## src/touch_button_hold_tap_classifier_macros.svh

```systemverilog
// Assertion macros used by the classifier top level.
`ifndef TOUCH_BUTTON_HOLD_TAP_CLASSIFIER_MACROS_SVH
`define TOUCH_BUTTON_HOLD_TAP_CLASSIFIER_MACROS_SVH

// Same-cycle implication, checked outside reset.
`define TBHTC_ASSERT_IMP(lbl, clk, rst_n, ante, cons, msg) \
  lbl: assert property (@(posedge clk) disable iff (!rst_n) (ante) |-> (cons)) \
    else $error(msg);

// Next-cycle implication, checked outside reset.
`define TBHTC_ASSERT_NXT(lbl, clk, rst_n, ante, cons, msg) \
  lbl: assert property (@(posedge clk) disable iff (!rst_n) (ante) |=> (cons)) \
    else $error(msg);

`endif

```

## src/tbhtc_pkg.sv

```systemverilog
// Shared types and constants for the touch button hold/tap classifier.
package tbhtc_pkg;

  localparam int unsigned HOLD_W    = 16;
  localparam int unsigned DISP_W    = 22;
  localparam int unsigned SLEEP_W   = 26;
  localparam int unsigned CFG_IDX_W = 3;
  localparam int unsigned CFG_DAT_W = 26;
  localparam int unsigned CODE_W    = 3;
  localparam int unsigned TAPS_W    = 8;

  // Register indexes
  localparam logic [CFG_IDX_W-1:0] REG_HOLD1   = 3'd0;
  localparam logic [CFG_IDX_W-1:0] REG_HOLD2   = 3'd1;
  localparam logic [CFG_IDX_W-1:0] REG_HOLD3   = 3'd2;
  localparam logic [CFG_IDX_W-1:0] REG_HOLD5   = 3'd3;
  localparam logic [CFG_IDX_W-1:0] REG_RELEASE = 3'd4;
  localparam logic [CFG_IDX_W-1:0] REG_DISPOFF = 3'd5;
  localparam logic [CFG_IDX_W-1:0] REG_SLEEP   = 3'd6;

  // Register reset values
  localparam logic [HOLD_W-1:0]  HOLD1_RST   = 16'd1000;
  localparam logic [HOLD_W-1:0]  HOLD2_RST   = 16'd2000;
  localparam logic [HOLD_W-1:0]  HOLD3_RST   = 16'd3000;
  localparam logic [HOLD_W-1:0]  HOLD5_RST   = 16'd5000;
  localparam logic [HOLD_W-1:0]  RELEASE_RST = 16'd250;
  localparam logic [DISP_W-1:0]  DISPOFF_RST = 22'd20000;
  localparam logic [SLEEP_W-1:0] SLEEP_RST   = 26'd300000;

  // Event codes
  localparam logic [CODE_W-1:0] EV_NONE  = 3'd0;
  localparam logic [CODE_W-1:0] EV_TAP   = 3'd1;
  localparam logic [CODE_W-1:0] EV_HOLD1 = 3'd2;
  localparam logic [CODE_W-1:0] EV_HOLD2 = 3'd3;
  localparam logic [CODE_W-1:0] EV_HOLD3 = 3'd4;
  localparam logic [CODE_W-1:0] EV_HOLD5 = 3'd5;

  typedef struct packed {
    logic touch_level;
    logic restart_all;
    logic restart_sleep;
  } in_item_t;

  typedef struct packed {
    logic [CODE_W-1:0] event_code;
    logic [TAPS_W-1:0] tap_total;
    logic              reset_request;
    logic              display_off_pulse;
    logic              display_wake_pulse;
    logic              sleep_pulse;
  } out_item_t;

  typedef struct packed {
    logic [HOLD_W-1:0]  hold1_ms;
    logic [HOLD_W-1:0]  hold2_ms;
    logic [HOLD_W-1:0]  hold3_ms;
    logic [HOLD_W-1:0]  hold5_ms;
    logic [HOLD_W-1:0]  release_ms;
    logic [DISP_W-1:0]  display_off_ms;
    logic [SLEEP_W-1:0] sleep_ms;
  } cfg_t;

  typedef struct packed {
    logic off;
    logic wake;
    logic sleep;
  } timer_pulse_t;

endpackage

```

## src/touch_button_hold_tap_classifier.sv

```systemverilog
// Top level: tick input register, classifier and timers, result register.
//
// Usage: send one item per millisecond tick on the in channel (valid/ready);
// each tick yields exactly one result on the out channel (valid/ready).
// Result fields: event_code (0 none, 1 tap burst, 2..5 hold levels),
// tap_total, reset_request, display-off, display-wake and sleep pulses.
// Registers are written through cfg_we_i/cfg_index_i/cfg_wdata_i, one per
// cycle, while no tick is in flight; indexes past the list are ignored.
// Path: a transferred tick is held in the input register, is classified
// from it combinationally and its result is taken into the result register.
// Throughput: one tick per cycle while out_ready_i takes results; the state
// update between the input and result registers sets this figure.
// Stall: while the result register is held, the input register still takes
// one more tick, and in_ready_o drops only when both are full.
// Reset: both registers empty, timing registers at their reset values, the
// countdowns loaded from the reset timeouts; the first result carries a
// display-wake pulse.
module touch_button_hold_tap_classifier
  import tbhtc_pkg::*;
#(
  parameter int unsigned TAP_COUNT_BITS = 8
) (
  input  logic                 clk_i,
  input  logic                 rst_ni,
  input  logic                 in_valid_i,
  output logic                 in_ready_o,
  input  in_item_t             in_data_i,
  output logic                 out_valid_o,
  input  logic                 out_ready_i,
  output out_item_t            out_data_o,
  input  logic                 cfg_we_i,
  input  logic [CFG_IDX_W-1:0] cfg_index_i,
  input  logic [CFG_DAT_W-1:0] cfg_wdata_i
);

`include "touch_button_hold_tap_classifier_macros.svh"

  localparam int unsigned TapW = (TAP_COUNT_BITS > TAPS_W) ? TAPS_W : TAP_COUNT_BITS;

  cfg_t         cfg_q;
  logic         in_valid_q;
  in_item_t     in_q;
  logic         out_valid_q;
  out_item_t    out_q, out_d;
  logic         advance;
  logic         burst;
  logic         swallow;
  timer_pulse_t pulse;
  logic [CODE_W-1:0] code;
  logic [TAPS_W-1:0] taps;
  logic              reset_req;

  // Configuration registers
  always_ff @(posedge clk_i or negedge rst_ni) begin
    if (!rst_ni) begin
      cfg_q.hold1_ms       <= HOLD1_RST;
      cfg_q.hold2_ms       <= HOLD2_RST;
      cfg_q.hold3_ms       <= HOLD3_RST;
      cfg_q.hold5_ms       <= HOLD5_RST;
      cfg_q.release_ms     <= RELEASE_RST;
      cfg_q.display_off_ms <= DISPOFF_RST;
      cfg_q.sleep_ms       <= SLEEP_RST;
    end else if (cfg_we_i) begin
      unique case (cfg_index_i)
        REG_HOLD1:   cfg_q.hold1_ms       <= cfg_wdata_i[HOLD_W-1:0];
        REG_HOLD2:   cfg_q.hold2_ms       <= cfg_wdata_i[HOLD_W-1:0];
        REG_HOLD3:   cfg_q.hold3_ms       <= cfg_wdata_i[HOLD_W-1:0];
        REG_HOLD5:   cfg_q.hold5_ms       <= cfg_wdata_i[HOLD_W-1:0];
        REG_RELEASE: cfg_q.release_ms     <= cfg_wdata_i[HOLD_W-1:0];
        REG_DISPOFF: cfg_q.display_off_ms <= cfg_wdata_i[DISP_W-1:0];
        REG_SLEEP:   cfg_q.sleep_ms       <= cfg_wdata_i[SLEEP_W-1:0];
        default: ;
      endcase
    end
  end

  // Advance when a tick is held and the result slot is free or draining.
  assign advance    = in_valid_q && (!out_valid_q || out_ready_i);
  assign in_ready_o = !in_valid_q || advance;

  always_ff @(posedge clk_i or negedge rst_ni) begin
    if (!rst_ni) begin
      in_valid_q  <= 1'b0;
      out_valid_q <= 1'b0;
    end else begin
      if (in_ready_o) in_valid_q <= in_valid_i;
      if (advance) begin
        out_valid_q <= 1'b1;
      end else if (out_ready_i) begin
        out_valid_q <= 1'b0;
      end
    end
  end

  always_ff @(posedge clk_i) begin
    if (in_ready_o && in_valid_i) in_q <= in_data_i;
    if (advance) out_q <= out_d;
  end

  tbhtc_button #(
    .TapW(TapW)
  ) u_button (
    .clk_i      (clk_i),
    .rst_ni     (rst_ni),
    .step_i     (advance),
    .touch_i    (in_q.touch_level),
    .swallow_i  (swallow),
    .cfg_i      (cfg_q),
    .burst_o    (burst),
    .code_o     (code),
    .taps_o     (taps),
    .reset_req_o(reset_req)
  );

  tbhtc_timers u_timers (
    .clk_i          (clk_i),
    .rst_ni         (rst_ni),
    .step_i         (advance),
    .restart_all_i  (in_q.restart_all),
    .restart_sleep_i(in_q.restart_sleep),
    .burst_i        (burst),
    .cfg_i          (cfg_q),
    .swallow_o      (swallow),
    .pulse_o        (pulse)
  );

  always_comb begin
    out_d.event_code         = code;
    out_d.tap_total          = taps;
    out_d.reset_request      = reset_req;
    out_d.display_off_pulse  = pulse.off;
    out_d.display_wake_pulse = pulse.wake;
    out_d.sleep_pulse        = pulse.sleep;
  end

  assign out_valid_o = out_valid_q;
  assign out_data_o  = out_q;

  `TBHTC_ASSERT_IMP(a_rst_req_hold5, clk_i, rst_ni,
    out_valid_o && out_data_o.reset_request, out_data_o.event_code == EV_HOLD5,
    "reset request without longest hold report")
  `TBHTC_ASSERT_IMP(a_taps_only_on_burst, clk_i, rst_ni,
    out_valid_o && (out_data_o.tap_total != '0), out_data_o.event_code == EV_TAP,
    "tap total set outside a tap burst report")
  `TBHTC_ASSERT_IMP(a_off_wake_exclusive, clk_i, rst_ni,
    out_valid_o && out_data_o.display_off_pulse, !out_data_o.display_wake_pulse,
    "display off and wake in the same result")
  `TBHTC_ASSERT_IMP(a_stall_only_when_full, clk_i, rst_ni,
    !in_ready_o, out_valid_o && !out_ready_i,
    "input stalled while the result register can drain")

endmodule

```

## src/tbhtc_button.sv

```systemverilog
// Press/release tracking, hold level and tap burst classification.
module tbhtc_button
  import tbhtc_pkg::*;
#(
  parameter int unsigned TapW = 8
) (
  input  logic                clk_i,
  input  logic                rst_ni,
  input  logic                step_i,
  input  logic                touch_i,
  input  logic                swallow_i,
  input  cfg_t                cfg_i,
  output logic                burst_o,
  output logic [CODE_W-1:0]   code_o,
  output logic [TAPS_W-1:0]   taps_o,
  output logic                reset_req_o
);

  localparam logic [TapW-1:0] TapMax = {TapW{1'b1}};

  logic              touch_q, touch_d;
  logic              rel_seen_q, rel_seen_d;
  logic [HOLD_W-1:0] press_q, press_d;
  logic [HOLD_W-1:0] rel_q, rel_d;
  logic [TapW-1:0]   tap_q, tap_d;
  logic [CODE_W-1:0] hold_q, hold_d;

  always_comb begin
    touch_d     = touch_q;
    rel_seen_d  = rel_seen_q;
    press_d     = press_q;
    rel_d       = rel_q;
    tap_d       = tap_q;
    hold_d      = hold_q;
    burst_o     = 1'b0;
    code_o      = EV_NONE;
    taps_o      = '0;
    reset_req_o = 1'b0;
    if (touch_i) begin
      rel_seen_d = 1'b0;
      if (!touch_q) begin
        touch_d = 1'b1;
        press_d = '0;
        if (tap_q != TapMax) tap_d = tap_q + 1'b1;
      end else begin
        if (press_q != '1) press_d = press_q + 1'b1;
        // Last threshold passed wins, even when thresholds are out of order.
        if (press_d > cfg_i.hold1_ms) hold_d = EV_HOLD1;
        if (press_d > cfg_i.hold2_ms) hold_d = EV_HOLD2;
        if (press_d > cfg_i.hold3_ms) hold_d = EV_HOLD3;
        if (press_d > cfg_i.hold5_ms) hold_d = EV_HOLD5;
      end
    end else begin
      touch_d = 1'b0;
      if (!rel_seen_q) begin
        rel_seen_d = 1'b1;
        rel_d      = '0;
      end else begin
        if (rel_q != '1) rel_d = rel_q + 1'b1;
        if (rel_d > cfg_i.release_ms) begin
          if (hold_q != EV_NONE) begin
            code_o      = hold_q;
            reset_req_o = (hold_q == EV_HOLD5);
            hold_d      = EV_NONE;
            tap_d       = '0;
          end else if (tap_q != '0) begin
            burst_o = 1'b1;
            tap_d   = '0;
            if (!swallow_i) begin
              code_o = EV_TAP;
              taps_o = TAPS_W'(tap_q);
            end
          end
        end
      end
    end
  end

  always_ff @(posedge clk_i or negedge rst_ni) begin
    if (!rst_ni) begin
      touch_q    <= 1'b0;
      rel_seen_q <= 1'b1;
      press_q    <= '0;
      rel_q      <= '0;
      tap_q      <= '0;
      hold_q     <= EV_NONE;
    end else if (step_i) begin
      touch_q    <= touch_d;
      rel_seen_q <= rel_seen_d;
      press_q    <= press_d;
      rel_q      <= rel_d;
      tap_q      <= tap_d;
      hold_q     <= hold_d;
    end
  end

endmodule

```

## src/tbhtc_timers.sv

```systemverilog
// Display-off and sleep countdowns, wake edge and burst swallow flag.
module tbhtc_timers
  import tbhtc_pkg::*;
(
  input  logic         clk_i,
  input  logic         rst_ni,
  input  logic         step_i,
  input  logic         restart_all_i,
  input  logic         restart_sleep_i,
  input  logic         burst_i,
  input  cfg_t         cfg_i,
  output logic         swallow_o,
  output timer_pulse_t pulse_o
);

  logic [DISP_W-1:0]  disp_q, disp_d, disp_ld;
  logic [SLEEP_W-1:0] sleep_q, sleep_d, sleep_ld;
  logic               flag_q, flag_d, flag_ld;
  logic               prev_q;
  logic               swallow_q, swallow_d;
  logic               disp_reload;

  assign disp_reload = restart_all_i | burst_i;

  always_comb begin
    disp_ld   = disp_reload ? cfg_i.display_off_ms : disp_q;
    flag_ld   = disp_reload ? 1'b0 : flag_q;
    sleep_ld  = (disp_reload | restart_sleep_i) ? cfg_i.sleep_ms : sleep_q;
    // A burst consumes the swallow flag before the expiry check can set it again.
    swallow_d = burst_i ? 1'b0 : swallow_q;
    flag_d    = flag_ld;
    pulse_o   = '0;
    if (disp_ld == '0) begin
      disp_d = cfg_i.display_off_ms;
      if (!flag_ld) begin
        flag_d      = 1'b1;
        swallow_d   = 1'b1;
        pulse_o.off = 1'b1;
      end
    end else begin
      disp_d = disp_ld - 1'b1;
    end
    pulse_o.wake = !flag_d && prev_q;
    if (sleep_ld == '0) begin
      sleep_d       = cfg_i.sleep_ms;
      pulse_o.sleep = 1'b1;
    end else begin
      sleep_d = sleep_ld - 1'b1;
    end
  end

  assign swallow_o = swallow_q;

  always_ff @(posedge clk_i or negedge rst_ni) begin
    if (!rst_ni) begin
      disp_q    <= DISPOFF_RST;
      sleep_q   <= SLEEP_RST;
      flag_q    <= 1'b0;
      prev_q    <= 1'b1;
      swallow_q <= 1'b0;
    end else if (step_i) begin
      disp_q    <= disp_d;
      sleep_q   <= sleep_d;
      flag_q    <= flag_d;
      prev_q    <= flag_d;
      swallow_q <= swallow_d;
    end
  end

endmodule

```

## config.mk

```make
export PLATFORM = sky130hd
export DESIGN_NAME = touch_button_hold_tap_classifier
export DESIGN_NICKNAME = d
export VERILOG_FILES = /design/src/tbhtc_pkg.sv /design/src/touch_button_hold_tap_classifier.sv /design/src/tbhtc_button.sv /design/src/tbhtc_timers.sv
export VERILOG_INCLUDE_DIRS = /design/src /design/src/src
export SDC_FILE = /design/constraint.sdc
export NUM_CORES = 1
export LEC_CHECK = 0
export BUFFER_PORTS_ARGS = -buffer_cell sky130_fd_sc_hd__buf_2
export CORE_ASPECT_RATIO = 2
export CORE_MARGIN = 5
export CORE_UTILIZATION = 45
export CTS_CLUSTER_DIAMETER = 60
export DETAILED_ROUTE_END_ITERATION = 16
export PLACE_DENSITY = 0.68
export SETUP_SLACK_MARGIN = 0.02
export SLEW_MARGIN = 20
export SYNTH_ARGS = -nofsm -noshare
export SYNTH_HDL_FRONTEND = slang
export SYNTH_SLANG_ARGS = --single-unit
```

## constraint.sdc

```tcl
create_clock -name clk_i -period 6.6 [get_ports clk_i]
set_clock_uncertainty 0.2 [all_clocks]
set_input_delay 0.66 -clock clk_i [delete_from_list [all_inputs] [get_ports clk_i]]
set_output_delay 0.66 -clock clk_i [all_outputs]
set_load 0.02 [all_outputs]
```

# After elaboration in Yosys (flattened, before gate mapping)
# Cells that the tools add are included.
dict set report classes {
  reduce_logical 32
  n_eq_ne 14
  n_addsub 5
  magnitude_cmp 5
  n_bitwise 7
  mux 47
}
# cell count
set op_table {}
lappend op_table {{$mux 16} 8}
lappend op_table {{$gt 16x16->1} 5}
lappend op_table {{$mux 8} 7}
lappend op_table {{$mux 26} 2}
lappend op_table {{$mux 22} 2}
lappend op_table {{$mux 3} 11}
lappend op_table {{$add 16x1->16 const B} 2}
lappend op_table {{$ne 16x16->1 const B} 2}
lappend op_table {{$logic_not 26->1} 1}
lappend op_table {{$sub 26x1->26 const B} 1}
lappend op_table {{$logic_not 22->1} 1}
lappend op_table {{$sub 22x1->22 const B} 1}
lappend op_table {{$reduce_and 2->1} 9}
lappend op_table {{$mux 1} 17}
lappend op_table {{$eq 3x3->1 const B} 4}
lappend op_table {{$reduce_and 6->1} 2}
lappend op_table {{$add 8x1->8 const B} 1}
lappend op_table {{$ne 8x8->1 const B} 1}
lappend op_table {{$reduce_bool 2->1} 4}
lappend op_table {{$reduce_bool 8->1} 1}
lappend op_table {{$eq 3x2->1 const B} 2}
lappend op_table {{$reduce_bool 3->1} 2}
lappend op_table {{$reduce_or 6->1} 1}
lappend op_table {{$ne 5x1->1 const B} 1}
lappend op_table {{11 further kinds} 22}
dict set report word_totals {
  out_inout_bits 17
  wordCells 139
  inputBits 37
  register_bits 244
}

# Logic depth before layout (Yosys ltp)
dict set report logic_depth {
  word_depth 14
  mapped_depth 30
  depth_no_buf 25
}

# Cells and area by module
# A second synthesis with hierarchy kept.
dict set report unflattened {
  hier_cells 1599
  area_unflattened_um2 15458.6
}
# mod seq_area_each_um2 n_inst area_per_inst_um2 cells_each
set modules_own_cells {}
lappend modules_own_cells {touch_button_hold_tap_classifier 3847.4 1 5640.4 302}
lappend modules_own_cells {tbhtc_button 1127.3 1 4996.0 639}
lappend modules_own_cells {tbhtc_timers 1293.7 1 4822.1 658}

# Worst setup path after synthesis
# OpenSTA, ideal clock, no wires.
dict set report synth_path {
  kind {reg-to-reg}
  startpoint {reg u_button.rel_q[3]}
  endpoint {reg u_timers.sleep_q[0]}
  synth_period_minus_slack_ns 6.864
  path_stages_with_launch 29
  arrival_time_ns 6.536
  setup_ns 0.128
  slack_ns -0.264
  cell_sequence {dfrtp_1 -> clkbuf_1 -> and3_1 -> nand4_1 -> nor3_1 -> and3_1 -> clkbuf_1 -> nor2_1 -> nand2_1 -> xnor2_1 -> ha_1 -> a21oi_1 -> nor3_1 -> or3_1 -> a2111o_1 -> a21boi_1 -> buf_2 -> buf_2 -> mux2i_1 -> ha_1 -> or3b_1 -> or3_1 -> nand2b_4 -> or4_1 -> nor3_2 -> mux2i_2 -> buf_2 -> a211oi_1 -> nor3_1}
}
dict set report synth_between {
  elab_chain_len 13
  word_cells_on_any_way 15
  classes_between {add/sub (2); order compare (1); eq/ne (1); mux (8); bitwise (2); reduce/logical (1)}
}
# item line
set synth_lines {}
lappend synth_lines {{start: declaration} tbhtc_button.sv:24} ;# logic [HOLD_W-1:0] rel_q, rel_d;
lappend synth_lines {{start signal: assignment} tbhtc_button.sv:91} ;# rel_q <= rel_d;
lappend synth_lines {{$add 16x1->16 or $ne 16x16->1 (tied branches)} tbhtc_button.sv:59} ;# if (rel_q != '1) rel_d = rel_q + 1'b1;
lappend synth_lines {{$mux 16 (*)} tbhtc_button.sv:59}
lappend synth_lines {{$mux 16 (*)} tbhtc_button.sv:55} ;# if (!rel_seen_q) begin
lappend synth_lines {{$mux 16 (*)} tbhtc_button.sv:39} ;# if (touch_i) begin
lappend synth_lines {{$gt 16x16->1 (*)} tbhtc_button.sv:60} ;# if (rel_d > cfg_i.release_ms) begin
lappend synth_lines {{$mux 1 (*)} tbhtc_button.sv:60}
lappend synth_lines {{$mux 1 (*)} tbhtc_button.sv:55}
lappend synth_lines {{$mux 1 (*)} tbhtc_button.sv:39}
lappend synth_lines {{$or 1x1->1 (*)} tbhtc_timers.sv:23} ;# assign disp_reload = restart_all_i | burst_i;
lappend synth_lines {{$or 1x1->1 (*)} tbhtc_timers.sv:28} ;# sleep_ld = (disp_reload | restart_sleep_i) ? cfg_i.sleep_ms : sleep_q;
lappend synth_lines {{$mux 26 (*)} tbhtc_timers.sv:28}
lappend synth_lines {{$sub 26x1->26 or $logic_not 26->1 (tied branches)} {tbhtc_timers.sv:48, tbhtc_timers.sv:44}}
lappend synth_lines {{$mux 26 (*)} tbhtc_timers.sv:44} ;# if (sleep_ld == '0) begin
lappend synth_lines {{end signal: assignment} tbhtc_timers.sv:63} ;# sleep_q <= sleep_d;
lappend synth_lines {{end: declaration} tbhtc_timers.sv:17} ;# logic [SLEEP_W-1:0] sleep_q, sleep_d, sleep_ld;
# Every way passes the cells marked *; elsewhere a longest branch is shown, timed or not. The select of a mux whose other input is x is not followed.
# A chain may end at the register's enable or synchronous reset.

# Final worst setup path
dict set report layout_path {
  startpoint {reg u_button.rel_q[8]}
  endpoint {reg u_timers.sleep_q[0]}
}
# The elaborated chain is that of the path after synthesis.

==> out/qor.txt <==
CP endpoint kind = register
Min Clock Period, post-route = 6368 ps
largest net degree at the start of global routing = 100
DIE WIDTH = 140.8 um
Rel. slew slack = 33.03%
via/cell ratio = 6.136
ranking of synthesized cells by area = dfrtp_1, dfstp_2, ha_1, mux2_2, nand2_1
vias = 13460
Startpoint Class = register
syn avg cell area = 9.084 um^2
first-pass GRT wire length = 70930 um
WL/cell = 20.35 um
Initial Util = 45.14%
fmax = 0.1570 GHz
cell area after synthesis = 15400 um^2
Synthesized Nets = 1819
drt drc = 0
arrival time worst endpoint = 6590 ps
largest fanout on the critical path = 6
Hold Crit Class = in2reg
final setup violating endpoints = 0
register bit total from synthesis = 244
LEAKAGE = 0.007325 uW
maximum clock path buffer count = 3
Post-synth EDFFs = 18
Seq/Total Area, Yosys = 40.71%
final core occ = 50.35%
global placer's final weighted congestion = 0.8790
GRT Residual Overflow = 0
DRT iter0 DRCs = 1184
FF-to-FF path depth = 25
Post-Route WL = 44660 um
ys async rst share = 92.62%
layout cells sized above 1 = 18.25%
Skew-Pair Late Insertion Delay = 540 ps
unrepaired setup endpoints after global routing = false
critical path type = reg2reg
Clock transition at path regs = 70 ps
Root Driver = clkbuf_16
number of global-route vias before repair = 13400
die area = 38240 um^2
Inserted Clock Buffers = 24
ANT cells = 0
Synth area leader = dfrtp_1
Clock Sinks = 244
CP Data Required Time = 6820 ps
Top FF cell, synth = dfrtp_1
CTS tree = built
Final Cycle Share = 96.48%
GRT Total Usage = 22.91%
Max Cap Viol = 0
Peak VDD IR = 0.1663 mV
Pwr Total = 4714 uW
WHS Path Cells = 2
synthesized netlist cell count = 1695
core area = 34110 um^2
setup_tns = 0 ps
DR pass1 iterations = 5
Ports = 54
IO buf count = 53
H-tree levels = 1
warnings from Yosys = 0
Worst-Margin Slew = 1005 ps
# rows = 96
Hold Fails Final Rpt = 0
status = complete, no violations
post-detailed-route count of antenna-violating nets = 0
HPWL after detailed placement = 32200 um
max-slew violations = 0
Cell variety after synth = 89
antenna violations before repair = 0
share of the synthesized area in the top cell type = 27.30%
PD cells = 274.4 nW/um^2
Die Span Y = 271.6 um
nets = 1859
area growth from synthesis to layout = 11.56%
power by group:
| group | switching [uW] | leakage [uW] | internal (uW) |
|---|---|---|---|
| Combinational | 632 | 0.00405 | 460 |
| Clock | 629 | 0.000391 | 809 |
| Sequential | 328 | 0.00288 | 1860 |
critical path, cell delays in order (launching register included):
cell,delay [ps]
dfrtp_1,410
and3_1,220
nand4_1,160
buf_4,190
nor3_4,120
and3_4,280
nor2_2,80
nand3_1,130
xnor2_1,170
ha_1,270
nand2_1,170
nor3_1,70
or3_1,390
a2111o_1,370
a21boi_4,190
mux2i_1,210
ha_1,170
or3b_1,350
or3_1,370
nand2b_4,190
or4_1,560
nor3_4,270
mux2i_4,150
buf_4,230
a211oi_1,240
nor3_1,90
logic make-up (layout without fill, tap and decap cells):
family	count (synthesis)	in the layout	synth area share (%)
flops	244	244	40.71
buf+inv	181	239	4.616
compound gates	413	413	17.73
xor+xnor	32	32	1.820
simple gates	628	628	20.08
mux	110	110	7.972
fa+ha+maj	87	87	7.070
timing repair:
action,CTS,global route
hold buffers,1,0
setup endpoints to repair,0,25
hold endpoints to repair,20,0
buffers inserted,0,7
resized for setup,0,16
area by class of cell:
cell class	count	area [um^2]
Tap cell	441	551.8
Clock buffer	29	670.6
Multi-Input combinational cell	1270	8552
Fill cell	3224	16940
Sequential cell	244	6269
Timing Repair Buffer	96	613.1
Clock inverter	15	147.6
Inverter	99	372.9
path summary, 6_finish.rpt:
| kind | startpoint | slack (ps) | to |
|---|---|---|---|
| max in group asynchronous | rst_ni | 4200 | u_timers.sleep_q[14]$_DFFE_PN0P_ |
| min | in_valid_i | 120 | in_valid_q$_DFFE_PN0N_ |
| max | u_button.rel_q[8]$_DFFE_PN0P_ | 230 | u_timers.sleep_q[0]$_DFFE_PN0P_ |
| min in group asynchronous | rst_ni | 530 | cfg_q[90]$_DFFE_PN0P_ |
| min reg2reg | u_button.rel_seen_q$_DFFE_PN1P_ | 280 | u_button.rel_seen_q$_DFFE_PN1P_ |
| max reg2reg | u_button.rel_q[8]$_DFFE_PN0P_ | 230 | u_timers.sleep_q[0]$_DFFE_PN0P_ |
cell usage after synthesis, drive strengths merged, types with 4 or more instances:
library cell / count
a2111oi: 7
a211oi: 29
a21boi: 5
a21o: 26
a21oi: 60
a221oi: 4
a22o: 14
a311oi: 6
a31oi: 25
and2: 14
and3: 21
buf: 24
clkbuf: 58
dfrtp: 168
dfstp: 58
edfxtp: 18
ha: 87
inv: 98
mux2: 85
mux2i: 25
nand2: 188
nand2b: 18
nand3: 50
nand3b: 5
nand4: 32
nand4b: 5
nor2: 139
nor2b: 9
nor3: 56
nor3b: 11
nor4: 37
o2111ai: 5
o211a: 5
o211ai: 12
o21a: 13
o21ai: 133
o22ai: 9
o31a: 4
o31ai: 21
or2: 7
or3: 18
or4: 9
xnor2: 25
xor2: 7
cells in the final DEF (no fill, tap or decap), types with 6 or more instances in the layout:
master     instances
dfstp_2           58
a21o_1            26
or2_2              6
a21oi_1           59
a31oi_1           25
a211oi_1          28
o22ai_1            9
nor2_1           137
mux2_2            84
edfxtp_1          18
inv_1             98
or4_1              7
o21ai_0          132
o21a_1            13
xnor2_1           25
nand2b_1          17
and2_1            14
buf_4             41
mux2i_1           23
buf_2             52
nor2b_1            9
ha_1              87
dfrtp_1          168
nor3_1            50
a22o_1            14
xor2_1             7
clkbuf_16         25
o211ai_1          12
and3_1            19
nor3b_1            8
nand4_1           32
nand2_1          186
o31ai_1           21
or3_1             18
nor4_1            34
nand3_1           50
per-layer routing:
metal	vias up	GRT usage [%]	wire (um)
li1	6262	-	-
met1	6597	24.79	16120
met2	446	43.02	24120
met3	157	2.115	1692
met4	0	12.58	2724
met5	-	0	0
sequential cells by signal, summed over array words and instances (netlist names):
signal	cells
cfg_q	128
in_q	3
in_valid_q	1
out_data_o	15
out_valid_o	1
u_button.hold_q	3
u_button.press_q	16
u_button.rel_q	16
u_button.rel_seen_q	1
u_button.tap_q	8
u_button.touch_q	1
u_timers.disp_q	22
u_timers.flag_q	1
u_timers.prev_q	1
u_timers.sleep_q	26
u_timers.swallow_o	1
metrics by stage:
step | instances | setup slack, ps | instance area [um^2] | hold WS (ps)
detailed placement | 2142 | 73.77 | 16210 | 271.0
CTS | 2187 | 43.24 | 17040 | 112.1
global placement | 2142 | 147.4 | 16210 | 253.5
floorplan | 1695 | 21.71 | 15420 | 164.4
finish | 2194 | 232.3 | 17180 | 124.0
global route | 2194 | 2.981 | 17180 | 115.7
(Power assumes the default switching activity.)
